===== config.mk =====
export PLATFORM = sky130hd
export DESIGN_NAME = synthetic_interrupt_controller_flat
export DESIGN_NICKNAME = d
export VERILOG_FILES = /design/src/rtl/core/sic_pkg.sv /design/src/rtl/core/sic_chan_if.sv /design/src/rtl/core/sic_ram.sv /design/src/rtl/core/sic_ctrl.sv /design/src/rtl/core/sic_datapath.sv /design/src/rtl/core/synthetic_interrupt_controller.sv /design/src/flat_wrapper.sv
export SDC_FILE = /design/constraint.sdc
export NUM_CORES = 2
export LEC_CHECK = 0
export ABC_CLOCK_PERIOD_IN_PS = 21500
export BUFFER_PORTS_ARGS = -buffer_cell sky130_fd_sc_hd__buf_2
export CORE_ASPECT_RATIO = 0.75
export CORE_MARGIN = 2
export CORE_UTILIZATION = 30
export DETAILED_ROUTE_END_ITERATION = 10
export GPL_TIMING_DRIVEN = 0
export PLACE_DENSITY = 0.43
export SYNTH_ARGS = -nofsm -noshare
export SYNTH_HDL_FRONTEND = slang
export SYNTH_SLANG_ARGS = --single-unit
export TNS_END_PERCENT = 5

===== constraint.sdc =====
create_clock -name i_clk -period 21.5 [get_ports i_clk]
set_input_delay 4.3 -clock i_clk [delete_from_list [all_inputs] [get_ports i_clk]]
set_output_delay 4.3 -clock i_clk [all_outputs]
set_load 0.05 [all_outputs]

===== src/rtl/core/sic_pkg.sv =====
package sic_pkg;

    // sizing defaults
    localparam int DEF_NUM_SOURCES = 16;
    localparam int DEF_NUM_VECTORS = 256;

    // operation codes
    localparam logic [2:0] FN_WRITE   = 3'd0;
    localparam logic [2:0] FN_READ    = 3'd1;
    localparam logic [2:0] FN_DELIVER = 3'd2;
    localparam logic [2:0] FN_QUERY   = 3'd3;
    localparam logic [2:0] FN_ACK     = 3'd4;

    // result status codes
    localparam logic [1:0] ST_OK  = 2'd0;
    localparam logic [1:0] ST_EXC = 2'd1;
    localparam logic [1:0] ST_FWD = 2'd2;

    // register numbers
    localparam logic [31:0] R_EOI      = 32'h4000_0070;
    localparam logic [31:0] R_ICR      = 32'h4000_0071;
    localparam logic [31:0] R_TPR      = 32'h4000_0072;
    localparam logic [31:0] R_VPA      = 32'h4000_0073;
    localparam logic [31:0] R_SCONTROL = 32'h4000_0080;
    localparam logic [31:0] R_SVERSION = 32'h4000_0081;
    localparam logic [31:0] R_SIEFP    = 32'h4000_0082;
    localparam logic [31:0] R_SIMP     = 32'h4000_0083;
    localparam logic [31:0] R_EOM      = 32'h4000_0084;
    localparam logic [31:0] R_SINT0    = 32'h4000_0090;

    // SINT layout
    localparam int MASK_BIT = 16;
    localparam int AEOI_BIT = 17;
    localparam int POLL_BIT = 18;
    localparam logic [7:0] SINT_VEC_MIN = 8'h10;
    localparam logic [63:0] SVERSION_VAL = 64'd1;

    typedef struct packed {
        logic [2:0]  func;
        logic [31:0] reg_number;
        logic [63:0] write_data;
        logic [3:0]  source_index;
        logic        slot_busy;
        logic [31:0] timer_number;
        logic [63:0] expiry_time;
        logic [63:0] delivered_time;
        logic [7:0]  irq_vector_in;
    } t_in_item;

    typedef struct packed {
        logic [1:0]  status;
        logic [63:0] read_data;
        logic        delivered;
        logic        set_slot_pending;
        logic        raise_irq;
        logic [7:0]  irq_vector_out;
        logic        aeoi_flag;
        logic [31:0] msg_timer_number;
        logic [63:0] msg_expiry;
        logic [63:0] msg_delivery;
    } t_out_item;

    // controller to datapath
    typedef struct packed {
        logic load;   // capture the accepted item, start the map read
        logic exec;   // commit state updates and load the result
    } t_dp_cmd;

endpackage


===== src/rtl/core/sic_chan_if.sv =====
interface sic_chan_if #(
    parameter type t_payload = logic
) ();
    logic     valid;
    logic     ready;
    t_payload payload;

    modport source (output valid, output payload, input ready);
    modport sink (input valid, input payload, output ready);
endinterface


===== src/rtl/core/sic_ram.sv =====
module sic_ram #(
    parameter int WIDTH = 8,
    parameter int DEPTH = 256
) (
    input  logic                     i_clk,
    input  logic                     i_we,
    input  logic [$clog2(DEPTH)-1:0] i_waddr,
    input  logic [WIDTH-1:0]         i_wdata,
    input  logic                     i_re,
    input  logic [$clog2(DEPTH)-1:0] i_raddr,
    output logic [WIDTH-1:0]         o_rdata
);
    logic [WIDTH-1:0] r_mem [DEPTH];
    logic [WIDTH-1:0] r_rdata;

    always_ff @(posedge i_clk) begin
        if (i_we) begin
            r_mem[i_waddr] <= i_wdata;
        end
        if (i_re) begin
            r_rdata <= r_mem[i_raddr];
        end
    end

    assign o_rdata = r_rdata;
endmodule


===== src/rtl/core/sic_ctrl.sv =====
module sic_ctrl (
    input  logic             i_clk,
    input  logic             i_rst_n,
    input  logic             i_in_valid,
    output logic             o_in_ready,
    output logic             o_out_valid,
    input  logic             i_out_ready,
    output sic_pkg::t_dp_cmd o_cmd
);
    typedef enum logic {
        S_IDLE,
        S_EXEC
    } t_state;

    t_state r_state, n_state;
    logic   r_out_valid, n_out_valid;
    logic   w_accept, w_exec;

    assign w_accept = i_in_valid && (r_state == S_IDLE);
    // result register must be free, or emptying this cycle
    assign w_exec   = (r_state == S_EXEC) && (!r_out_valid || i_out_ready);

    always_comb begin
        n_state = r_state;
        case (r_state)
            S_IDLE: begin
                if (w_accept) begin
                    n_state = S_EXEC;
                end
            end
            S_EXEC: begin
                if (w_exec) begin
                    n_state = S_IDLE;
                end
            end
            default: n_state = S_IDLE;
        endcase
        n_out_valid = w_exec || (r_out_valid && !i_out_ready);
    end

    always_ff @(posedge i_clk) begin
        if (!i_rst_n) begin
            r_state     <= S_IDLE;
            r_out_valid <= 1'b0;
        end else begin
            r_state     <= n_state;
            r_out_valid <= n_out_valid;
        end
    end

    assign o_in_ready  = (r_state == S_IDLE);
    assign o_out_valid = r_out_valid;
    assign o_cmd.load  = w_accept;
    assign o_cmd.exec  = w_exec;
endmodule


===== src/rtl/core/sic_datapath.sv =====
module sic_datapath #(
    parameter int NUM_SOURCES = sic_pkg::DEF_NUM_SOURCES,
    parameter int NUM_VECTORS = sic_pkg::DEF_NUM_VECTORS
) (
    input  logic              i_clk,
    input  logic              i_rst_n,
    input  sic_pkg::t_dp_cmd  i_cmd,
    input  sic_pkg::t_in_item i_item,
    input  logic              i_cfg_we,
    input  logic              i_cfg_wdata,
    output sic_pkg::t_out_item o_item
);
    localparam int SRC_W  = (NUM_SOURCES > 1) ? $clog2(NUM_SOURCES) : 1;
    localparam int VEC_AW = $clog2(NUM_VECTORS);

    // architectural state
    logic [63:0]            r_src [NUM_SOURCES];
    logic [NUM_SOURCES-1:0] r_pending, n_pending;
    logic [63:0]            r_ctl, r_efp, r_simp, r_vpa;
    logic                   r_enable;
    logic [NUM_VECTORS-1:0] r_map_vld, n_map_vld;

    // item and result holding
    sic_pkg::t_in_item  r_item;
    sic_pkg::t_out_item r_out, n_out;

    logic [SRC_W-1:0]  w_map_idx, w_sx, w_sint_idx, w_addr;
    logic [31:0]       w_off;
    logic              w_sint_hit, w_sx_ok, w_mapped;
    logic [63:0]       w_src;
    logic [VEC_AW-1:0] w_old_vec, w_new_vec;
    logic              we_vpa, we_ctl, we_efp, we_simp, we_sint;

    // vector -> source map; an entry without its valid bit is unmapped
    sic_ram #(
        .WIDTH (SRC_W),
        .DEPTH (NUM_VECTORS)
    ) u_map (
        .i_clk   (i_clk),
        .i_we    (i_cmd.exec && we_sint),
        .i_waddr (w_new_vec),
        .i_wdata (w_sint_idx),
        .i_re    (i_cmd.load),
        .i_raddr (i_item.irq_vector_in[VEC_AW-1:0]),
        .o_rdata (w_map_idx)
    );

    assign w_off      = r_item.reg_number - sic_pkg::R_SINT0;
    assign w_sint_hit = (r_item.reg_number >= sic_pkg::R_SINT0) &&
                        (w_off < 32'(NUM_SOURCES));
    assign w_sint_idx = w_off[SRC_W-1:0];
    assign w_sx_ok    = 32'(r_item.source_index) < 32'(NUM_SOURCES);
    assign w_sx       = r_item.source_index[SRC_W-1:0];
    assign w_mapped   = r_map_vld[r_item.irq_vector_in[VEC_AW-1:0]];
    assign w_new_vec  = r_item.write_data[VEC_AW-1:0];

    always_comb begin
        case (r_item.func)
            sic_pkg::FN_QUERY, sic_pkg::FN_ACK: w_addr = w_map_idx;
            sic_pkg::FN_DELIVER:                w_addr = w_sx;
            default:                            w_addr = w_sint_idx;
        endcase
    end

    assign w_src     = r_src[w_addr];
    assign w_old_vec = w_src[VEC_AW-1:0];

    always_comb begin
        n_out     = '0;
        n_pending = r_pending;
        n_map_vld = r_map_vld;
        we_vpa    = 1'b0;
        we_ctl    = 1'b0;
        we_efp    = 1'b0;
        we_simp   = 1'b0;
        we_sint   = 1'b0;
        case (r_item.func)
            sic_pkg::FN_WRITE: begin
                case (r_item.reg_number)
                    sic_pkg::R_EOI, sic_pkg::R_ICR, sic_pkg::R_TPR: begin
                        n_out.status = sic_pkg::ST_FWD;
                    end
                    sic_pkg::R_VPA: begin
                        we_vpa = 1'b1;
                    end
                    sic_pkg::R_SVERSION: begin
                        n_out.status = sic_pkg::ST_EXC;
                    end
                    sic_pkg::R_SCONTROL, sic_pkg::R_SIEFP,
                    sic_pkg::R_SIMP, sic_pkg::R_EOM: begin
                        if (!r_enable) begin
                            n_out.status = sic_pkg::ST_EXC;
                        end else if (r_item.reg_number == sic_pkg::R_SCONTROL) begin
                            we_ctl = 1'b1;
                        end else if (r_item.reg_number == sic_pkg::R_SIEFP) begin
                            we_efp = 1'b1;
                        end else if (r_item.reg_number == sic_pkg::R_SIMP) begin
                            we_simp = 1'b1;
                        end else begin
                            n_pending = '0;
                        end
                    end
                    default: begin
                        if (!w_sint_hit || !r_enable ||
                            (r_item.write_data[7:0] < sic_pkg::SINT_VEC_MIN)) begin
                            n_out.status = sic_pkg::ST_EXC;
                        end else begin
                            we_sint = 1'b1;
                            // old vector unmapped first; new mapping wins if equal
                            n_map_vld[w_old_vec] = 1'b0;
                            n_map_vld[w_new_vec] = 1'b1;
                            if (r_item.write_data[sic_pkg::POLL_BIT]) begin
                                n_pending[w_sint_idx] = 1'b0;
                            end
                        end
                    end
                endcase
            end
            sic_pkg::FN_READ: begin
                case (r_item.reg_number)
                    sic_pkg::R_EOI: begin
                        n_out.status = sic_pkg::ST_EXC;
                    end
                    sic_pkg::R_ICR, sic_pkg::R_TPR: begin
                        n_out.status = sic_pkg::ST_FWD;
                    end
                    sic_pkg::R_VPA: begin
                        n_out.read_data = r_vpa;
                    end
                    sic_pkg::R_SCONTROL, sic_pkg::R_SVERSION, sic_pkg::R_SIEFP,
                    sic_pkg::R_SIMP, sic_pkg::R_EOM: begin
                        if (!r_enable) begin
                            n_out.status = sic_pkg::ST_EXC;
                        end else if (r_item.reg_number == sic_pkg::R_SCONTROL) begin
                            n_out.read_data = r_ctl;
                        end else if (r_item.reg_number == sic_pkg::R_SVERSION) begin
                            n_out.read_data = sic_pkg::SVERSION_VAL;
                        end else if (r_item.reg_number == sic_pkg::R_SIEFP) begin
                            n_out.read_data = r_efp;
                        end else if (r_item.reg_number == sic_pkg::R_SIMP) begin
                            n_out.read_data = r_simp;
                        end
                    end
                    default: begin
                        if (!w_sint_hit || !r_enable) begin
                            n_out.status = sic_pkg::ST_EXC;
                        end else begin
                            n_out.read_data = w_src;
                        end
                    end
                endcase
            end
            sic_pkg::FN_DELIVER: begin
                if (w_sx_ok && !r_pending[w_sx]) begin
                    if (r_item.slot_busy) begin
                        n_out.set_slot_pending = 1'b1;
                        n_pending[w_sx]        = 1'b1;
                    end else begin
                        n_out.delivered        = 1'b1;
                        n_out.msg_timer_number = r_item.timer_number;
                        n_out.msg_expiry       = r_item.expiry_time;
                        n_out.msg_delivery     = r_item.delivered_time;
                        if (!w_src[sic_pkg::MASK_BIT]) begin
                            n_out.raise_irq      = 1'b1;
                            n_out.irq_vector_out = w_src[7:0];
                        end
                    end
                end
            end
            sic_pkg::FN_QUERY: begin
                if (w_mapped) begin
                    n_out.aeoi_flag = w_src[sic_pkg::AEOI_BIT];
                end
            end
            sic_pkg::FN_ACK: begin
                if (w_mapped) begin
                    n_pending[w_map_idx] = 1'b0;
                end
            end
            default: begin
                n_out.status = sic_pkg::ST_EXC;
            end
        endcase
    end

    always_ff @(posedge i_clk) begin
        if (!i_rst_n) begin
            for (int i = 0; i < NUM_SOURCES; i++) begin
                r_src[i] <= 64'd1 << sic_pkg::MASK_BIT;
            end
            r_pending <= '0;
            r_ctl     <= '0;
            r_efp     <= '0;
            r_simp    <= '0;
            r_vpa     <= '0;
            r_enable  <= 1'b0;
            r_map_vld <= '0;
        end else begin
            if (i_cfg_we) begin
                r_enable <= i_cfg_wdata;
            end
            if (i_cmd.exec) begin
                r_pending <= n_pending;
                r_map_vld <= n_map_vld;
                if (we_vpa) begin
                    r_vpa <= r_item.write_data;
                end
                if (we_ctl) begin
                    r_ctl <= r_item.write_data;
                end
                if (we_efp) begin
                    r_efp <= r_item.write_data;
                end
                if (we_simp) begin
                    r_simp <= r_item.write_data;
                end
                if (we_sint) begin
                    r_src[w_sint_idx] <= r_item.write_data;
                end
            end
        end
    end

    always_ff @(posedge i_clk) begin
        if (i_cmd.load) begin
            r_item <= i_item;
        end
        if (i_cmd.exec) begin
            r_out <= n_out;
        end
    end

    assign o_item = r_out;
endmodule


===== src/rtl/core/synthetic_interrupt_controller.sv =====
// A result is loaded into the output register in the execute state that follows
// acceptance, later only while the previous result still waits to be collected.
// One item at a time: the vector map RAM read (registered) is started on acceptance,
// and the decode and state update follow in the execute state.
// A result waiting on the output holds the next item in its execute cycle.
// Reset (synchronous, active low): sources masked, all vectors unmapped at once
// by clearing their valid bits, pending bits, page registers and enable cleared.
module synthetic_interrupt_controller #(
    parameter int NUM_SOURCES = sic_pkg::DEF_NUM_SOURCES,
    parameter int NUM_VECTORS = sic_pkg::DEF_NUM_VECTORS
) (
    input  logic       i_clk,
    input  logic       i_rst_n,
    sic_chan_if.sink   i_in,
    sic_chan_if.source o_out,
    input  logic       i_cfg_we,
    input  logic       i_cfg_wdata
);
    sic_pkg::t_dp_cmd   w_cmd;
    sic_pkg::t_out_item w_out_item;

    // Sequencer: idle (ready for an item) -> execute -> idle.
    // The output register sits between the two sides, so a new item is taken
    // while the previous result is still waiting to be collected.
    sic_ctrl u_ctrl (
        .i_clk       (i_clk),
        .i_rst_n     (i_rst_n),
        .i_in_valid  (i_in.valid),
        .o_in_ready  (i_in.ready),
        .o_out_valid (o_out.valid),
        .i_out_ready (o_out.ready),
        .o_cmd       (w_cmd)
    );

    // Register file, source table, vector map and pending bits.
    // The map lookup for query and acknowledge is started on the accept edge.
    sic_datapath #(
        .NUM_SOURCES (NUM_SOURCES),
        .NUM_VECTORS (NUM_VECTORS)
    ) u_dp (
        .i_clk       (i_clk),
        .i_rst_n     (i_rst_n),
        .i_cmd       (w_cmd),
        .i_item      (i_in.payload),
        .i_cfg_we    (i_cfg_we),
        .i_cfg_wdata (i_cfg_wdata),
        .o_item      (w_out_item)
    );

    assign o_out.payload = w_out_item;

    // One item in flight: in the cycle after an accept, the input is closed.
    a_one_in_flight: assert property (@(posedge i_clk) disable iff (!i_rst_n)
        (i_in.valid && i_in.ready) |=> !i_in.ready)
        else $error("item accepted while another in execution");

    // A delivered message never also asks for the pending flag, and is ok.
    a_deliver_excl: assert property (@(posedge i_clk) disable iff (!i_rst_n)
        (o_out.valid && o_out.payload.delivered) |->
        (!o_out.payload.set_slot_pending && (o_out.payload.status == sic_pkg::ST_OK)))
        else $error("delivered item with pending flag or bad status");

    // An interrupt is only raised along with a delivered message.
    a_irq_needs_msg: assert property (@(posedge i_clk) disable iff (!i_rst_n)
        (o_out.valid && o_out.payload.raise_irq) |-> o_out.payload.delivered)
        else $error("interrupt raised without message delivery");

    // Status is always one of the defined codes.
    a_status_code: assert property (@(posedge i_clk) disable iff (!i_rst_n)
        o_out.valid |-> ((o_out.payload.status == sic_pkg::ST_OK) ||
                         (o_out.payload.status == sic_pkg::ST_EXC) ||
                         (o_out.payload.status == sic_pkg::ST_FWD)))
        else $error("invalid status code");
endmodule


===== src/flat_wrapper.sv =====
// flat-port wrapper written by rule: the top's interface ports become plain ports
module synthetic_interrupt_controller_flat import sic_pkg::*;
#(
    parameter int NUM_SOURCES = sic_pkg::DEF_NUM_SOURCES,
    parameter int NUM_VECTORS = sic_pkg::DEF_NUM_VECTORS
)
  (i_clk, i_rst_n, i_cfg_we, i_cfg_wdata, i_in_valid, i_in_payload, i_in_ready, o_out_valid, o_out_payload, o_out_ready);
  sic_chan_if #(.t_payload(t_in_item)) i_in_i ();
  sic_chan_if #(.t_payload(t_out_item)) o_out_i ();
  input  logic i_clk;
  input  logic i_rst_n;
  input  logic i_cfg_we;
  input  logic i_cfg_wdata;
  input wire logic [$bits(i_in_i.valid)-1:0] i_in_valid;
  input wire logic [$bits(i_in_i.payload)-1:0] i_in_payload;
  output wire logic [$bits(i_in_i.ready)-1:0] i_in_ready;
  output wire logic [$bits(o_out_i.valid)-1:0] o_out_valid;
  output wire logic [$bits(o_out_i.payload)-1:0] o_out_payload;
  input wire logic [$bits(o_out_i.ready)-1:0] o_out_ready;
  assign i_in_i.valid = i_in_valid;
  assign i_in_i.payload = i_in_payload;
  assign i_in_ready = i_in_i.ready;
  assign o_out_valid = o_out_i.valid;
  assign o_out_payload = o_out_i.payload;
  assign o_out_i.ready = o_out_ready;
  synthetic_interrupt_controller #(.NUM_SOURCES(NUM_SOURCES), .NUM_VECTORS(NUM_VECTORS)) u_core (.i_clk(i_clk), .i_rst_n(i_rst_n), .i_in(i_in_i), .o_out(o_out_i), .i_cfg_we(i_cfg_we), .i_cfg_wdata(i_cfg_wdata));
endmodule

Word level (Yosys, flattened, before mapping)
Memory sizes are Yosys's and may differ from the RTL's. A register that Yosys moved wholly into a read port is not among the register bits. Index checks and enable logic that the tools add are counted. W data, S select, Z words.

Memories kept: 2. Bits of input ports: 278. Word-level logic and storage cells: 194. Output and inout bits: 240. Bits in registers: 1041. Memory bits (writable): 2048.

Memories: u_core.u_dp.r_src (words 16, width 64, read ports 1, clocked after Yosys merged registers in 0, write ports 16, RTL line sic_datapath.sv:17) `logic [63:0] r_src [NUM_SOURCES];`; u_core.u_dp.u_map.r_mem (words 256, width 4, read ports 1, clocked after Yosys merged registers in 1, write ports 1, RTL line sic_ram.sv:13) `logic [WIDTH-1:0] r_mem [DEPTH];`.

Mux-type cells: 75. Order comparisons: 14. Reductions and logical operators: 39. Add/sub/neg operators: 1. Bitwise operators: 12. Equality and inequality tests: 23.

Operators with widths (count): $mux W64 (7); $eq A32 B31 Y1 const B (9); $and A256 B256 Y256 (1); $not A256 Y256 (1); $or A256 B256 Y256 (1); $pmux W64 S3 (1); $mux W16 (9); $reduce_or A64 Y1 (1); $pmux W16 S3 (1); $mux W1 (42); $and A16 B16 Y16 (2); $ge A32 B31 Y1 const B (1); $lt A32 B5 Y1 const B (1); $not A16 Y16 (2); $pmux W16 S2 (1); $sub A32 B31 Y32 const B (1); $lt A8 B9 Y1 const B (3); $demux W1 S8 (2); $ge A8 B1 Y1 const B (2); $or A16 B16 Y16 (1); $pmux W2 S4 (2); $lt A4 B5 Y1 const B (3); $demux W1 S4 (3); $ge A4 B1 Y1 const B (3); 28 further kinds (64).

Longest topological paths before layout
Depth in word-level cells: 15. Gate-level depth with buffers: 16. Mapped depth without buffers: 9.

Hierarchy
Synthesis repeated with hierarchy kept, for this count alone.

Cell total of the unflattened synthesis: 10262. Area total of the unflattened synthesis: 131173.3 sq um.

Modules (own cells, without submodules): sic_datapath (cells an instance 8200, instances 1, area an instance 90340.4 sq um); sic_ram (cells an instance 2051, instances 1, area an instance 40715.3 sq um); sic_ctrl (cells an instance 11, instances 1, area an instance 117.6 sq um).

Least setup slack after synthesis
Ideal clock, no wire load.

Path type: in2reg. Start: input i_in_valid. End: register u_core.u_dp.r_item[0] (netlist name), enable pin. Arrival: 16.170 ns. Path slack: 4.378 ns. Stages: 1. Path buffers: 0. Cell sequence: nor2b_1.

Longest elaborated chain between the ends: 1.

RTL lines: start: declaration (RTL line flat_wrapper.sv:14) `input wire logic [$bits(i_in_i.valid)-1:0] i_in_valid;`; $logic_and A1 B1 Y1 (RTL line sic_ctrl.sv:19) `assign w_accept = i_in_valid && (r_state == S_IDLE);`; end signal: assignment (RTL line sic_datapath.sv:226) `r_item <= i_item;`; end: declaration (RTL line sic_datapath.sv:24) `sic_pkg::t_in_item r_item;`.

No other way between the ends. A chain may end at the register's enable or synchronous reset.

Worst setup path in the final report
Start: input o_out_ready. End: memory u_core.u_dp.u_map.r_mem[120][1] (netlist name), enable pin.

Longest elaborated chain between the ends: 5.

RTL lines: start: declaration (RTL line flat_wrapper.sv:19) `input wire logic [$bits(o_out_i.ready)-1:0] o_out_ready;`; $logic_or A1 B1 Y1 (RTL line sic_ctrl.sv:21) `assign w_exec = (r_state == S_EXEC) && (!r_out_valid || i_out_ready);`; $logic_and A1 B1 Y1 (RTL line sic_ctrl.sv:21); $logic_and A1 B1 Y1 (RTL line sic_datapath.sv:40) `.i_we (i_cmd.exec && we_sint),`; $mux W1 (RTL line sic_ram.sv:17) `if (i_we) begin`; $mux W1 (implied by the code) (RTL line sic_ram.sv:18) `r_mem[i_waddr] <= i_wdata;`; end: declaration (RTL line sic_ram.sv:13).

No other way between the ends.

==> results_dict.tcl <==
set metrics [dict create \
    cp-end-kind "flop" \
    drv_slew 22 \
    initialDrtViolationCount 11830 \
    ys_seq_area_share_pct 67.60 \
    synth.mux.area_fraction_pct 7.229 \
    slew_headroom_pct -1.560 \
    die-height_um 573.0 \
    ctsResizeCount 0 \
    synth_cells 9873 \
    ys_async_sr_fraction_pct 0 \
    grt_pass1_vias 87580 \
    setup_viol_count_final 0 \
    min_path_type "reg -> reg" \
    crit_fanout 10 \
    swShare_pct 26.90 \
    p_clk_share_pct 41.4 \
    ios 518 \
    place_area_um2 142700 \
    clk_path_buf_depth 4 \
    cts_buffers 335 \
    fin_crit_ns 8.481 \
    final_common_cell "edfxtp_1" \
    cts_tree "built" \
    synth_top_family_by_area "simple AND/OR/NAND/NOR gates" \
    netlist_area_um2 129500 \
    mostFrequentLayoutCells "edfxtp_1, nand2_1, and2_1, clkbuf_1, buf_2" \
    antenna_found_initial 86 \
    io_buffer_count 517 \
    synth_xor_area_share_pct 0.01932 \
    cp_common_cell "clkbuf_1" \
    drcViolationCount 0 \
    combPwrFrac_pct 10.9 \
    start_util_pct 30.20 \
    fillers 41490 \
    yosys_warnings 0 \
    worst_pin_slew_ns 1.523 \
    switching_power_mw 3.762 \
    status "finished, violations left" \
    grt_max_degree 65 \
    fin_skew_ns 0.08759 \
    path_cells "buf_2, nand2b_1, and3_1, clkbuf_1, nand3_1, nor2_1, clkbuf_1, nand2_1, clkbuf_1, nor2_1" \
    leakagePower_nw 51.65 \
    clk_latency_ns 1.01 \
    p_int_mw 10.22 \
    yosys.area_share.simple_pct 15.05 \
    grt_overflow_total 0 \
    cts_sinks 3093 \
    design_area_um2 153500 \
    grt_pass1_wl_mm 708.7 \
    clock-root-buffer "clkbuf_16" \
    die-area_um2 437100 \
    path_clk_slew_ns 0.06 \
    rsz0062_at_grt "no" \
    postCtsSetupBuffers 0 \
    rows 208 \
    cp_top_family "simple AND/OR/NAND/NOR gates" \
    dr.pass1.iters 10 \
    die_w_um 762.7 \
    synth_compound_area_share_pct 7.348 \
    gp_congestion 0.9124 \
    cp.arrival_ns 9.11 \
    vias 90580 \
    avgRoutedWirePerCell_um 30.56 \
    tns_ns 0 \
    cts-htree-levels 5 \
    dp_hpwl_mm 387.7 \
    pwr-share-seq_pct 47.7 \
    clock.fmax_mhz 117.9 \
    yosys.cell_types.count 90 \
    synth_edf_count 2562 \
    power_density_nw_per_um2 91.08 \
    drv_cap 3 \
    drt-total-wl_mm 516.1 \
    violations "max-capacitance violations, max-slew violations" \
    crit_required_ns 22.13 \
    whs_ns 0.4320 \
    slowest_stage "clkbuf_1" \
    grtUsageTotal_pct 22.87 \
    post-place-ws_ns 11.91 \
    finalHoldViolCount 0 \
    avgSynthCellArea_um2 13.12 \
    synth_adder_area_share_pct 0 \
    ctsHoldBuffers 0 \
    worst_ir_drop_vdd_mv 0.07524 \
    worstSetupStartpointType "input pin" \
    core_um2 428900 \
    area_growth_pct 18.54 \
    synth_seq_cells 3093 \
    avgViaCountPerCell 5.363 \
    ant_nets 0 \
    drive_gt1_share_pct 15.54 \
    nets 11190 \
    path_buf_inv 4 \
    path_class "in -> reg" \
    cpPeakStageDelay_ns 0.76 \
    synth_top_flop_cell "edfxtp_1" \
    setup_ws_ns 13.02 \
    period_share_pct 39.45 \
]
## worst min-delay path, delay by kind of cell, from the launching register on
family,cells,cell delay (ns)
flops,1,0.31
simple gates,1,0.05
compound gates,1,0.03
## state kept, by name (all words and copies together), names as in the netlist, 4 cells and up
register,flops
u_core.u_dp.r_pending,16
u_core.u_dp.u_map.r_mem,1024
u_core.u_dp.r_ctl,64
u_core.u_dp.r_item,268
u_core.u_dp.r_map_vld,256
u_core.u_dp.u_map.o_rdata,4
u_core.u_dp.r_efp,64
u_core.u_dp.r_simp,64
u_core.u_dp.r_src,1024
u_core.u_dp.o_item,238
u_core.u_dp.r_vpa,64
u_core.u_dp.w_sx,4
## power groups by stage
stage / clock network [mW] / logic, mW / registers (mW)
5_1_grt: 6.11 / 1.58 / 6.67
4_1_cts: 5.89 / 1.50 / 6.67
6_report: 5.79 / 1.52 / 6.67
2_1_floorplan: 0 / 0.655 / 6.89
3_5_place_dp: 0 / 1.50 / 6.80
3_3_place_gp: 0 / 1.38 / 6.93
## worst paths after layout
kind,startpoint,to,slack [ns],depth (start not counted)
worst max-delay path,o_out_ready,u_core.u_dp.u_map.r_mem[120][1],13.02,10
worst min-delay path,u_core.u_dp.r_map_vld[15],u_core.u_dp.r_map_vld[15],0.43,2
worst max register to register,u_core.u_dp.r_item[237],u_core.u_dp.o_item[182],13.40,19
worst min register to register,u_core.u_dp.r_map_vld[15],u_core.u_dp.r_map_vld[15],0.43,2
## cells by family after synthesis
kind of cell    after synthesis
buf+inv                     905
mux                         424
xor+xnor                      2
other cells                   1
flops                      3093
simple gates               4003
compound gates             1445
## area by class of cell
type	instances	area (µm²)	share of cell area, %
plain buffers	875	3488	2.272
clock inverters	167	1653	1.076
multi-input cells	5938	38900	25.33
inverters	30	112.6	0.07334
well taps	5670	7094	4.620
diodes	36	90.09	0.05867
flip-flops and latches	3093	87560	57.03
clock buffers	440	9045	5.891
repair buffers	641	5599	3.647
## synth_stat cells (14+ instances only)
| master | count | share of area, % |
|---|---|---|
| and2_1 | 1163 | 5.6 |
| a211oi_1 | 66 | 0.38 |
| a222oi_1 | 62 | 0.48 |
| or3_1 | 17 | 0.082 |
| nor3_1 | 45 | 0.17 |
| mux4_2 | 409 | 7.1 |
| a22oi_1 | 14 | 0.081 |
| edfxtp_1 | 2562 | 59 |
| a31oi_1 | 68 | 0.33 |
| nand2_1 | 1639 | 4.7 |
| buf_1 | 80 | 0.23 |
| o21ai_0 | 171 | 0.66 |
| a21boi_1 | 47 | 0.27 |
| nor2_1 | 376 | 1.1 |
| inv_1 | 30 | 0.087 |
| a311oi_1 | 135 | 0.91 |
| o21a_1 | 64 | 0.37 |
| and3_1 | 84 | 0.41 |
| a22o_1 | 78 | 0.53 |
| buf_2 | 63 | 0.24 |
| nor4_1 | 17 | 0.082 |
| o311ai_1 | 20 | 0.14 |
| clkbuf_1 | 710 | 2.1 |
| nand2b_1 | 24 | 0.12 |
| dfxtp_1 | 531 | 8.2 |
| buf_4 | 19 | 0.11 |
| a21oi_1 | 544 | 2.1 |
| nor2b_1 | 26 | 0.13 |
| o21ai_1 | 73 | 0.28 |
| nand3_1 | 530 | 2.0 |
| nand4_1 | 27 | 0.13 |
## layer usage
metal / routed length, µm / part of all wire [%] / GRT usage, % / up-vias
met4: 14390 / 2.8 / 6.181 / 30
met1: 231400 / 45 / 34.00 / 46700
li1: - / - / - / 38400
met3: 51780 / 10 / 5.522 / 710
met5: 184 / 0.036 / 0 / -
met2: 218300 / 42 / 33.12 / 4735
## stage by stage
step,instances,util (%),total power [mW]
after floorplan,9936,-,7.543
after CTS,16850,35.78,14.06
after detailed placement,16250,33.28,8.294
final,16890,35.80,13.99
after global placement,16120,32.51,8.308
after global routing,16860,35.78,14.36
(Power assumes the default switching activity.)
